`config.mk`:
```
export PLATFORM = sky130hd
export DESIGN_NAME = csv_field_splitter_flat
export DESIGN_NICKNAME = d
export VERILOG_FILES = /design/src/rtl/csvs_pkg.sv /design/src/rtl/csvs_if.sv /design/src/rtl/csv_field_splitter.sv /design/src/rtl/csvs_cfg_regs.sv /design/src/rtl/csvs_core.sv /design/src/rtl/csvs_out_seq.sv /design/src/flat_wrapper.sv
export SDC_FILE = /design/constraint.sdc
export NUM_CORES = 1
export LEC_CHECK = 0
export BUFFER_PORTS_ARGS = -buffer_cell sky130_fd_sc_hd__buf_2
export CORE_MARGIN = 8
export CORE_UTILIZATION = 60
export CTS_CLUSTER_SIZE = 14
export DETAILED_ROUTE_END_ITERATION = 8
export HOLD_SLACK_MARGIN = 0.08
export PLACE_DENSITY = 0.79
export SYNTH_ARGS = -nofsm -noshare
export SYNTH_HDL_FRONTEND = slang
export SYNTH_SLANG_ARGS = --single-unit
```
`constraint.sdc`:
```
create_clock -name clk_i -period 4.7 [get_ports clk_i]
set_clock_uncertainty 0.1 [all_clocks]
set_input_delay 0.47 -clock clk_i [delete_from_list [all_inputs] [get_ports clk_i]]
set_output_delay 0.47 -clock clk_i [all_outputs]
set_load 0.005 [all_outputs]
```
`src/rtl/csvs_pkg.sv`:
```
// Shared types and constants of the CSV field splitter.
package csvs_pkg;

  localparam int unsigned CHAR_W      = 8;
  localparam int unsigned CFG_IDX_W   = 3;
  localparam int unsigned CFG_DATA_W  = 8;
  localparam int unsigned MAX_RESULTS = 3;
  localparam int unsigned RES_CNT_W   = 2;

  localparam logic [CHAR_W-1:0] ESCAPE_CHAR = 8'h5C;
  localparam logic [CHAR_W-1:0] SPACE_CHAR  = 8'h20;
  localparam logic [CHAR_W-1:0] TAB_CHAR    = 8'h09;
  localparam logic [CHAR_W-1:0] CR_CHAR     = 8'h0D;

  localparam logic [CHAR_W-1:0] DELIM_0_RST = 8'd44;
  localparam logic [CHAR_W-1:0] QUOTE_0_RST = 8'd34;

  typedef enum logic [CFG_IDX_W-1:0] {
    REG_DELIM_0     = 3'd0,
    REG_DELIM_1     = 3'd1,
    REG_DELIM_2     = 3'd2,
    REG_DELIM_3     = 3'd3,
    REG_DELIM_COUNT = 3'd4,
    REG_QUOTE_0     = 3'd5,
    REG_QUOTE_1     = 3'd6,
    REG_QUOTE_COUNT = 3'd7
  } cfg_reg_e;

  typedef enum logic [1:0] {
    KIND_CHAR      = 2'd0,
    KIND_FIELD_END = 2'd1,
    KIND_ROW_END   = 2'd2
  } kind_e;

  typedef struct packed {
    logic [3:0][CHAR_W-1:0] delim;
    logic [2:0]             delim_count;
    logic [1:0][CHAR_W-1:0] quote;
    logic [1:0]             quote_count;
  } cfg_t;

  typedef struct packed {
    logic [CHAR_W-1:0] char_in;
    logic              char_present;
    logic              end_of_line;
  } item_t;

  typedef struct packed {
    kind_e             kind;
    logic [CHAR_W-1:0] char_value;
    logic [7:0]        field_index;
    logic [7:0]        field_count;
  } result_t;

  typedef struct packed {
    result_t [MAX_RESULTS-1:0] res;
    logic [RES_CNT_W-1:0]      cnt;
  } bundle_t;

  typedef struct packed {
    logic              escape_pending;
    logic              in_quote;
    logic [CHAR_W-1:0] open_quote_char;
    logic              field_nonempty;
    logic              skip_spaces;
    logic [7:0]        field_counter;
  } tok_state_t;

endpackage

```
`src/rtl/csvs_if.sv`:
```
// Stream interfaces for characters in and tokens out.
interface csvs_in_if;
  logic       valid;
  logic       ready;
  logic [7:0] char_in;
  logic       char_present;
  logic       end_of_line;

  modport source (output valid, output char_in, output char_present, output end_of_line,
                  input ready);
  modport sink   (input valid, input char_in, input char_present, input end_of_line,
                  output ready);
endinterface

interface csvs_out_if;
  logic       valid;
  logic       ready;
  logic [1:0] kind;
  logic [7:0] char_value;
  logic [7:0] field_index;
  logic [7:0] field_count;
  logic       last;

  modport source (output valid, output kind, output char_value, output field_index,
                  output field_count, output last, input ready);
  modport sink   (input valid, input kind, input char_value, input field_index,
                  input field_count, input last, output ready);
endinterface

```
`src/rtl/csv_field_splitter.sv`:
```
// Top level of the CSV field splitter: splits a character stream into field tokens.
//
//   channel   dir  payload                                             transfer
//   chr_i     in   char_in, char_present, end_of_line                  valid & ready
//   tok_o     out  kind, char_value, field_index, field_count, last    valid & ready
//   cfg_*     in   cfg_idx_i, cfg_wdata_i                              cfg_we_i
//
// One character is taken per cycle into the item register while ready is high; the
// decision logic between it and the result register updates the tokenizer state
// when the item loads the result register. An item yields 0 to 3 tokens, sent one
// per cycle from the result register while tok_o.ready is high.
// Reset clears all tokenizer state and loads the default delimiter and quote.
// A stalled output holds the result register; the item register still takes one
// more character, then ready drops until the last token of the bundle transfers.
module csv_field_splitter
  import csvs_pkg::*;
#(
  parameter int unsigned MAX_FIELDS = 255
) (
  input  logic                  clk_i,
  input  logic                  rst_ni,
  input  logic                  cfg_we_i,
  input  logic [CFG_IDX_W-1:0]  cfg_idx_i,
  input  logic [CFG_DATA_W-1:0] cfg_wdata_i,
  csvs_in_if.sink               chr_i,
  csvs_out_if.source            tok_o
);

  cfg_t    cfg;
  item_t   item;
  bundle_t bundle;
  result_t out_res;
  logic    load, free, out_last;

  // Hold the configuration registers.
  csvs_cfg_regs u_cfg (
    .clk_i       (clk_i),
    .rst_ni      (rst_ni),
    .cfg_we_i    (cfg_we_i),
    .cfg_idx_i   (cfg_idx_i),
    .cfg_wdata_i (cfg_wdata_i),
    .cfg_o       (cfg)
  );

  assign item.char_in      = chr_i.char_in;
  assign item.char_present = chr_i.char_present;
  assign item.end_of_line  = chr_i.end_of_line;

  // Classify each character and advance the tokenizer state.
  csvs_core #(
    .MAX_FIELDS (MAX_FIELDS)
  ) u_core (
    .clk_i      (clk_i),
    .rst_ni     (rst_ni),
    .cfg_i      (cfg),
    .in_valid_i (chr_i.valid),
    .in_ready_o (chr_i.ready),
    .item_i     (item),
    .free_i     (free),
    .load_o     (load),
    .bundle_o   (bundle)
  );

  // Serialize the tokens of one item onto the output channel.
  csvs_out_seq u_seq (
    .clk_i       (clk_i),
    .rst_ni      (rst_ni),
    .load_i      (load),
    .bundle_i    (bundle),
    .free_o      (free),
    .out_valid_o (tok_o.valid),
    .out_ready_i (tok_o.ready),
    .out_res_o   (out_res),
    .out_last_o  (out_last)
  );

  assign tok_o.kind        = out_res.kind;
  assign tok_o.char_value  = out_res.char_value;
  assign tok_o.field_index = out_res.field_index;
  assign tok_o.field_count = out_res.field_count;
  assign tok_o.last        = out_last;

`ifndef ASSERT_OFF
  // A new bundle must never overwrite tokens that have not all transferred.
  a_no_overwrite: assert property (@(posedge clk_i) disable iff (!rst_ni)
    load |-> (!tok_o.valid || (tok_o.ready && out_last)))
    else $error("result register overwritten before its last token transferred");

  // A row end closes the item's tokens.
  a_row_end_last: assert property (@(posedge clk_i) disable iff (!rst_ni)
    (tok_o.valid && (tok_o.kind == KIND_ROW_END)) |-> tok_o.last)
    else $error("row end token not marked last");

  // Field indexes and counts stay within the saturation limit.
  a_index_limit: assert property (@(posedge clk_i) disable iff (!rst_ni)
    tok_o.valid |-> ((tok_o.field_index <= 8'(MAX_FIELDS)) &&
                     (tok_o.field_count <= 8'(MAX_FIELDS))))
    else $error("field index or count above limit");
`endif

endmodule

```
`src/rtl/csvs_cfg_regs.sv`:
```
// Configuration registers of the CSV field splitter.
module csvs_cfg_regs
  import csvs_pkg::*;
(
  input  logic                  clk_i,
  input  logic                  rst_ni,
  input  logic                  cfg_we_i,
  input  logic [CFG_IDX_W-1:0]  cfg_idx_i,
  input  logic [CFG_DATA_W-1:0] cfg_wdata_i,
  output cfg_t                  cfg_o
);

  cfg_t cfg_q, cfg_d;

  always_comb begin
    cfg_d = cfg_q;
    if (cfg_we_i) begin
      unique case (cfg_reg_e'(cfg_idx_i))
        REG_DELIM_0:     cfg_d.delim[0]    = cfg_wdata_i;
        REG_DELIM_1:     cfg_d.delim[1]    = cfg_wdata_i;
        REG_DELIM_2:     cfg_d.delim[2]    = cfg_wdata_i;
        REG_DELIM_3:     cfg_d.delim[3]    = cfg_wdata_i;
        REG_DELIM_COUNT: cfg_d.delim_count = cfg_wdata_i[2:0];
        REG_QUOTE_0:     cfg_d.quote[0]    = cfg_wdata_i;
        REG_QUOTE_1:     cfg_d.quote[1]    = cfg_wdata_i;
        REG_QUOTE_COUNT: cfg_d.quote_count = cfg_wdata_i[1:0];
        default:         cfg_d = cfg_q;
      endcase
    end
  end

  always_ff @(posedge clk_i or negedge rst_ni) begin
    if (!rst_ni) begin
      cfg_q.delim       <= {8'd0, 8'd0, 8'd0, DELIM_0_RST};
      cfg_q.delim_count <= 3'd1;
      cfg_q.quote       <= {8'd0, QUOTE_0_RST};
      cfg_q.quote_count <= 2'd1;
    end else begin
      cfg_q <= cfg_d;
    end
  end

  assign cfg_o = cfg_q;

endmodule

```
`src/rtl/csvs_core.sv`:
```
// Item register, tokenizer state and per-character decision logic.
module csvs_core
  import csvs_pkg::*;
#(
  parameter int unsigned MAX_FIELDS = 255
) (
  input  logic    clk_i,
  input  logic    rst_ni,
  input  cfg_t    cfg_i,
  input  logic    in_valid_i,
  output logic    in_ready_o,
  input  item_t   item_i,
  input  logic    free_i,
  output logic    load_o,
  output bundle_t bundle_o
);

  localparam logic [7:0] MaxCnt = 8'(MAX_FIELDS);

  logic       item_valid_q;
  item_t      item_q;
  tok_state_t st_q, st_d;
  logic       advance;

  logic       is_delim, is_quote, is_white;
  logic [2:0] dcnt;

  assign advance    = item_valid_q && free_i;
  assign in_ready_o = !item_valid_q || free_i;
  assign load_o     = advance;

  // Character classes against the active registers.
  always_comb begin
    logic [CHAR_W-1:0] c;
    c    = item_q.char_in;
    dcnt = (cfg_i.delim_count > 3'd4) ? 3'd4 : cfg_i.delim_count;
    is_delim = ((dcnt > 3'd0) && (c == cfg_i.delim[0])) ||
               ((dcnt > 3'd1) && (c == cfg_i.delim[1])) ||
               ((dcnt > 3'd2) && (c == cfg_i.delim[2])) ||
               ((dcnt > 3'd3) && (c == cfg_i.delim[3]));
    is_quote = (c == cfg_i.quote[0]) ||
               ((cfg_i.quote_count >= 2'd2) && (c == cfg_i.quote[1]));
    is_white = (c == SPACE_CHAR) || ((c >= TAB_CHAR) && (c <= CR_CHAR));
  end

  always_comb begin
    logic [CHAR_W-1:0]    c;
    logic [RES_CNT_W-1:0] n;
    bundle_t              b;
    c    = item_q.char_in;
    n    = '0;
    b    = '0;
    st_d = st_q;

    if (item_q.char_present && !(st_q.skip_spaces && is_white)) begin
      st_d.skip_spaces = 1'b0;
      if (st_q.escape_pending) begin
        st_d.escape_pending = 1'b0;
        b.res[n].kind        = KIND_CHAR;
        b.res[n].char_value  = c;
        b.res[n].field_index = st_q.field_counter;
        n = n + 2'd1;
        st_d.field_nonempty = 1'b1;
      end else if (c == ESCAPE_CHAR) begin
        st_d.escape_pending = 1'b1;
      end else if (!st_q.in_quote && !st_q.field_nonempty && is_quote) begin
        st_d.in_quote        = 1'b1;
        st_d.open_quote_char = c;
      end else if (st_q.in_quote && (c == st_q.open_quote_char)) begin
        st_d.in_quote        = 1'b0;
        st_d.open_quote_char = '0;
      end else if (!st_q.in_quote && is_delim) begin
        b.res[n].kind        = KIND_FIELD_END;
        b.res[n].field_index = st_q.field_counter;
        n = n + 2'd1;
        if (st_q.field_counter < MaxCnt) begin
          st_d.field_counter = st_q.field_counter + 8'd1;
        end
        st_d.field_nonempty = 1'b0;
        st_d.skip_spaces    = 1'b1;
      end else begin
        b.res[n].kind        = KIND_CHAR;
        b.res[n].char_value  = c;
        b.res[n].field_index = st_q.field_counter;
        n = n + 2'd1;
        st_d.field_nonempty = 1'b1;
      end
    end

    if (item_q.end_of_line) begin
      if (st_d.field_nonempty) begin
        b.res[n].kind        = KIND_FIELD_END;
        b.res[n].field_index = st_d.field_counter;
        n = n + 2'd1;
        if (st_d.field_counter < MaxCnt) begin
          st_d.field_counter = st_d.field_counter + 8'd1;
        end
      end
      b.res[n].kind        = KIND_ROW_END;
      b.res[n].field_count = st_d.field_counter;
      n = n + 2'd1;
      st_d = '0;
    end

    b.cnt    = n;
    bundle_o = b;
  end

  always_ff @(posedge clk_i or negedge rst_ni) begin
    if (!rst_ni) begin
      item_valid_q <= 1'b0;
      st_q         <= '0;
    end else begin
      if (in_valid_i && in_ready_o) begin
        item_valid_q <= 1'b1;
      end else if (advance) begin
        item_valid_q <= 1'b0;
      end
      if (advance) begin
        st_q <= st_d;
      end
    end
  end

  always_ff @(posedge clk_i) begin
    if (in_valid_i && in_ready_o) begin
      item_q <= item_i;
    end
  end

endmodule

```
`src/rtl/csvs_out_seq.sv`:
```
// Result register holding up to three tokens, sent out one per transfer.
module csvs_out_seq
  import csvs_pkg::*;
(
  input  logic    clk_i,
  input  logic    rst_ni,
  input  logic    load_i,
  input  bundle_t bundle_i,
  output logic    free_o,
  output logic    out_valid_o,
  input  logic    out_ready_i,
  output result_t out_res_o,
  output logic    out_last_o
);

  logic                      valid_q;
  logic [RES_CNT_W-1:0]      cnt_q, ptr_q;
  result_t [MAX_RESULTS-1:0] res_q;
  logic                      is_last, take;

  assign is_last     = (ptr_q == (cnt_q - 2'd1));
  assign take        = valid_q && out_ready_i;
  assign free_o      = !valid_q || (out_ready_i && is_last);
  assign out_valid_o = valid_q;
  assign out_res_o   = res_q[ptr_q];
  assign out_last_o  = is_last;

  always_ff @(posedge clk_i or negedge rst_ni) begin
    if (!rst_ni) begin
      valid_q <= 1'b0;
      cnt_q   <= '0;
      ptr_q   <= '0;
    end else if (load_i) begin
      valid_q <= (bundle_i.cnt != '0);
      cnt_q   <= bundle_i.cnt;
      ptr_q   <= '0;
    end else if (take) begin
      if (is_last) begin
        valid_q <= 1'b0;
      end else begin
        ptr_q <= ptr_q + 2'd1;
      end
    end
  end

  always_ff @(posedge clk_i) begin
    if (load_i) begin
      res_q <= bundle_i.res;
    end
  end

endmodule

```
`src/flat_wrapper.sv`:
```
// flat-port wrapper written by rule: the top's interface ports become plain ports
module csv_field_splitter_flat import csvs_pkg::*;
#(
  parameter int unsigned MAX_FIELDS = 255
)
  (clk_i, rst_ni, cfg_we_i, cfg_idx_i, cfg_wdata_i, chr_i_valid, chr_i_char_in, chr_i_char_present, chr_i_end_of_line, chr_i_ready, tok_o_valid, tok_o_kind, tok_o_char_value, tok_o_field_index, tok_o_field_count, tok_o_last, tok_o_ready);
  csvs_in_if chr_i_i ();
  csvs_out_if tok_o_i ();
  input  logic clk_i;
  input  logic rst_ni;
  input  logic cfg_we_i;
  input  logic [CFG_IDX_W-1:0] cfg_idx_i;
  input  logic [CFG_DATA_W-1:0] cfg_wdata_i;
  input wire logic [$bits(chr_i_i.valid)-1:0] chr_i_valid;
  input wire logic [$bits(chr_i_i.char_in)-1:0] chr_i_char_in;
  input wire logic [$bits(chr_i_i.char_present)-1:0] chr_i_char_present;
  input wire logic [$bits(chr_i_i.end_of_line)-1:0] chr_i_end_of_line;
  output wire logic [$bits(chr_i_i.ready)-1:0] chr_i_ready;
  output wire logic [$bits(tok_o_i.valid)-1:0] tok_o_valid;
  output wire logic [$bits(tok_o_i.kind)-1:0] tok_o_kind;
  output wire logic [$bits(tok_o_i.char_value)-1:0] tok_o_char_value;
  output wire logic [$bits(tok_o_i.field_index)-1:0] tok_o_field_index;
  output wire logic [$bits(tok_o_i.field_count)-1:0] tok_o_field_count;
  output wire logic [$bits(tok_o_i.last)-1:0] tok_o_last;
  input wire logic [$bits(tok_o_i.ready)-1:0] tok_o_ready;
  assign chr_i_i.valid = chr_i_valid;
  assign chr_i_i.char_in = chr_i_char_in;
  assign chr_i_i.char_present = chr_i_char_present;
  assign chr_i_i.end_of_line = chr_i_end_of_line;
  assign chr_i_ready = chr_i_i.ready;
  assign tok_o_valid = tok_o_i.valid;
  assign tok_o_kind = tok_o_i.kind;
  assign tok_o_char_value = tok_o_i.char_value;
  assign tok_o_field_index = tok_o_i.field_index;
  assign tok_o_field_count = tok_o_i.field_count;
  assign tok_o_last = tok_o_i.last;
  assign tok_o_i.ready = tok_o_ready;
  csv_field_splitter #(.MAX_FIELDS(MAX_FIELDS)) u_core (.clk_i(clk_i), .rst_ni(rst_ni), .cfg_we_i(cfg_we_i), .cfg_idx_i(cfg_idx_i), .cfg_wdata_i(cfg_wdata_i), .chr_i(chr_i_i), .tok_o(tok_o_i));
endmodule
```
Yosys cells after proc, flatten, opt, wreduce, memory -nomap -nowiden

Cells that the tools add are included.

Logic and storage cells: 182
Bits in registers: 167
Output and inout bits: 29

Muxes and demuxes: 59
Add/subtract/negate cells: 6
$lt $le $gt $ge: 15
Reduce and logical (&&, ||, !) cells: 49
Equal/unequal tests: 20

Operators with widths:

| operator            | count |
|---|---|
| $bwmux 78           | 4 |
| $demux 26 s2        | 4 |
| $mux 78             | 2 |
| $mux 26             | 4 |
| $mux 18             | 5 |
| $eq 8x8->1          | 7 |
| $bmux 26 s2         | 1 |
| $mux 8              | 6 |
| $mux 9              | 5 |
| $mux 20             | 2 |
| $reduce_and 2->1    | 11 |
| $mux 10             | 2 |
| $mux 19             | 1 |
| $logic_and 1x1->1   | 18 |
| $add 8x1->8 const B | 2 |
| $lt 8x8->1 const B  | 2 |
| $mux 16             | 1 |
| $mux 1              | 15 |
| $eq 3x3->1 const B  | 4 |
| $mux 2              | 6 |
| $reduce_bool 2->1   | 5 |
| $lt 2x3->1 const B  | 3 |
| $eq 8x6->1 const B  | 1 |
| $eq 8x7->1 const B  | 1 |
| other kinds (20)    | 37 |

Logic depth before layout (Yosys ltp)

Depth in word-level cells: 23
Depth in mapped cells: 16
Gate-level depth less buffers: 13

Cells and area by module

Synthesis repeated with hierarchy kept, for this count alone.

Cells, all modules: 697
Area, all modules: 8455.6 um2

Modules (own cells, without submodules):

| module        | area an instance (um2) | times used | seq. area each (um2) | cells each |
|---|---|---|---|---|
| csvs_core     | 3215.6                 | 1          | 825.8                | 387 |
| csvs_out_seq  | 3180.6                 | 1          | 2467.4               | 190 |
| csvs_cfg_regs | 2059.5                 | 1          | 1335.0               | 120 |

Least setup slack after synthesis

No wires, ideal clock.

Path kind: register to register
From: register u_core.u_core.item_q[4] (netlist name)
To: register u_core.u_seq.res_q[28] (netlist name), data pin
Path buffers: 1
Path slack: 1.120 ns
Stages on the path, launching flop included: 14
Clock period less this slack: 3.580 ns
Arrival time: 3.214 ns
Cells stage by stage: edfxtp_1 buf_6 nor3_1 mux2i_1 o211a_4 nand2_2 nor4b_4 mux2i_1 inv_1 ha_1 inv_1 nor4b_4 a211oi_4 mux2i_1

Longest elaborated chain between the ends: 19
Elaborated cells between the ends (all ways): 63
Classes of those cells: add/sub: 2; order compare: 5; eq/ne: 9; mux: 29; reduce/logical: 18

RTL lines:

| what                                                                | line               | text |
|---|---|---|
| from (decl)                                                         | csvs_core.sv:21    | `item_t item_q;` |
| from (signal assigned)                                              | csvs_core.sv:127   | `item_q <= item_i;` |
| parallel branches: the longest is 18 deep, another holds $ge 8x4->1 | -                  |  |
| $bwmux 78 *                                                         | csvs_core.sv:100   | `b.res[n].field_count = st_d.field_counter;` |
| to (signal assigned)                                                | csvs_out_seq.sv:48 | `res_q <= bundle_i.res;` |
| to (decl)                                                           | csvs_out_seq.sv:18 | `result_t [MAX_RESULTS-1:0] res_q;` |

Every way passes the cells marked *. The select of a mux whose other input is x is not followed.
A chain may end at the register's enable or synchronous reset.

Final worst setup path

From: register u_core.u_core.item_q[2] (netlist name)
To: register u_core.u_seq.res_q[1] (netlist name), data pin

The elaborated chain is that of the path after synthesis.

==> impl_metrics.toml <==
[clock_network]
clockBufferDepth = 2
cts_resized = 0
clk_pin_slew_ns = 0.06
cts_root_buffer = "clkbuf_16"
postCtsSetupBuffers = 0
holdBufCountCts = 0
clock_sinks = 141
cts_tree = "yes"
clock_latency_ns = 0.43
h-tree-depth = 4
cts_buffers = 17

[global_route]
antenna_found_initial = 0
first_global_vias = 5237
grt_first_pass_wirelength_mm = 27.5
overflow = 0
track_usage_pct = 21.6
grt_max_degree = 79

[sta]
slew_viol_final = 0
tns_ns = 0
setup_viol_count_final = 0
relSlewSlack_pct = 18.4
final_hold_viol_count = 0
rsz0062_at_grt = "no"
whs_ns = 0.0952
fin_crit_sh_pct = 92.0
max_freq_mhz = 231
min_period_ns = 4.32
tightest_slew_ns = 1.22

[pwr]
power.density_nw_per_um2 = 563
ir_drop_mv = 0.318
leakagePower_nw = 3.38

[route]
drt-pass1-iter-count = 5
drc = 0
wl_per_cell_um = 18.7
vias = 5204
postRouteAntennaNets = 0
drt_wl_total_mm = 16.6
drtIter0Drc = 354
drt-vias-per-instance = 5.85

[setup_path]
r2r_slack_ns = 0.38
cp.arrival_ns = 4.46
end_kind = "flop"
cp.required_ns = 4.84
worstPathCellList = "xnor2_1 > nand2_1 > nor4_1 > nor4_2 > nor4b_4 > xnor2_1 > inv_1 > ha_1 > inv_1 > nor4b_4 > a211oi_2 > a211oi_1"
cp_slowest_stage_delay_ns = 0.62
critPathSlowestCell = "edfxtp_1"
path_max_fanout = 11
start_kind = "flop"
crit_type = "flop to flop"

[job]
maxCapViolCount = 0

[layout]
layout-drive-gt1-share_pct = 25.7
fin_area_um2 = 8510
n_antenna_cell = 0
regArea_um2 = 3850
areaGrowthSynthToFinish_pct = 12.8
multiInputGateArea_um2 = 3430
fill_cells = 894
fin_nets = 734

[min_path]
hp-class = "primary input to asynchronous set/reset pin"

[yosys]
synth_commonest_cells = "74 x nand2_1, 72 x dfrtp_1, 63 x edfxtp_1"
synthArstFlopShare_pct = 55.3
netlist_area_um2 = 7540
syn-num-nets = 684
synth_seq_cells = 141
yosysUniqueCellTypes = 70
synth_most_common_cell = "nand2_1"
synth_top_area_share_pct = 25.1
yosys_warnings = 0
ys_top_cells_by_area = "edfxtp_1 25%, dfrtp_1 24%, mux2_2 8.1%"
synth_edf_count = 63
synth_largest_area_cell = "edfxtp_1"
syn_area_per_cell_um2 = 11.5
syn-instance-count = 654
yosysSeqAreaShare_pct = 51.1
synthFlopType = "dfrtp_1"

[floorplan]
die_y_um = 128
rows = 41
io-pin-count = 55
die_width_um = 128
start_util_pct = 60.5
die-area_um2 = 16400
core_area_um2 = 12500

[placed_design]
dpl_cell_area_um2 = 7880
portBuffers = 54
dpl.hpwl_mm = 11.8
gp_congestion = 0.965

[run_status]
status = "complete, no violations"
-- path summary, 6_finish.rpt --
check	endpoint	startpoint	cells after the start
max reg2reg	u_core.u_seq.res_q[1]	u_core.u_core.item_q[2]	12
min	u_core.u_seq.ptr_q[1]	rst_ni	1
max in group asynchronous	u_core.u_cfg.cfg_o[17]	rst_ni	1
min in group clk_i	u_core.u_core.item_q[6]	chr_i_char_in[4]	1
max	u_core.u_seq.res_q[1]	u_core.u_core.item_q[2]	12
min reg2reg	u_core.u_seq.cnt_q[1]	u_core.u_seq.cnt_q[1]	2
-- cell families after synthesis --
| family | Yosys count | synth area share [%] |
|---|---|---|
| buf+inv | 45 | 3.50 |
| mux | 90 | 12.8 |
| fa+ha+maj | 4 | 0.664 |
| flops | 141 | 51.1 |
| xor+xnor | 66 | 8.26 |
| simple gates | 232 | 16.5 |
| compound gates | 76 | 7.15 |
-- cell type report --
cell class	instances	area share, %
inverter	16	0.706
sequential	141	45.3
multi-input combinational	468	40.3
timing repair buffer	60	3.88
clock buffer	24	6.16
tap	172	2.53
clock inverter	8	1.19
-- cell usage in the layout, fill, tap and decap left out, types with 6 or more instances in the layout --
| cell | instances |
|---|---|
| nor3_1 | 16 |
| inv_1 | 11 |
| nand2_1 | 74 |
| mux2_2 | 54 |
| nor4_1 | 7 |
| clkbuf_16 | 19 |
| a22o_1 | 8 |
| xnor2_1 | 41 |
| nand2b_1 | 7 |
| mux2i_1 | 36 |
| xor2_1 | 19 |
| nor2_1 | 39 |
| dfstp_2 | 6 |
| buf_4 | 6 |
| nand4_1 | 7 |
| nand3_1 | 17 |
| o21ai_0 | 27 |
| o31ai_1 | 8 |
| xnor2_2 | 6 |
| edfxtp_1 | 63 |
| buf_2 | 53 |
| dfrtp_1 | 72 |
| and2_1 | 19 |
-- power breakdown --
part,switching (mW),internal (mW),leakage (nW)
clock,0.503,0.887,0.307
combinational,0.791,0.605,1.52
sequential,0.296,1.71,1.55
-- layer usage --
metal	vias to the layer above	GRT usage [%]	routed length, um
met5	-	0	0
met4	0	11.3	549
met3	40	3.83	684
met2	153	36.6	8470
met1	2571	25.8	6900
li1	2440	-	-
-- critical path, delay by kind of cell, from the launching register on --
family / cells / cell delay, ns
AND/OR/NAND/NOR: 5 / 1.71
adder cells (fa/ha/maj): 1 / 0.27
buffers and inverters: 2 / 0.31
AO/OA/AOI/OAI: 2 / 0.47
flip-flops: 1 / 0.62
XOR/XNOR: 2 / 0.66
-- registers in the layout (all words and copies together), names as in the netlist --
name and flops:
u_core.u_seq.res_q 53, u_core.u_cfg.cfg_o 52, u_core.u_core.st_q 20, u_core.u_core.item_q 10, u_core.u_seq.cnt_q 2, u_core.u_seq.ptr_q 2, u_core.u_core.item_valid_q 1, u_core.u_seq.out_valid_o 1
-- per-stage QoR --
stage | setup WS (ns) | power [mW] | utilization (%) | cells
2_1_floorplan | 1.12 | 2.96 | - | 654
3_3_place_gp | 0.779 | 3.35 | 63.2 | 857
3_5_place_dp | 0.515 | 3.43 | 63.2 | 857
4_1_cts | 0.492 | 4.82 | 68.3 | 889
5_1_grt | 0.198 | 5.04 | 68.3 | 889
6_report | 0.377 | 4.79 | 68.3 | 889
(Power assumes the default switching activity.)
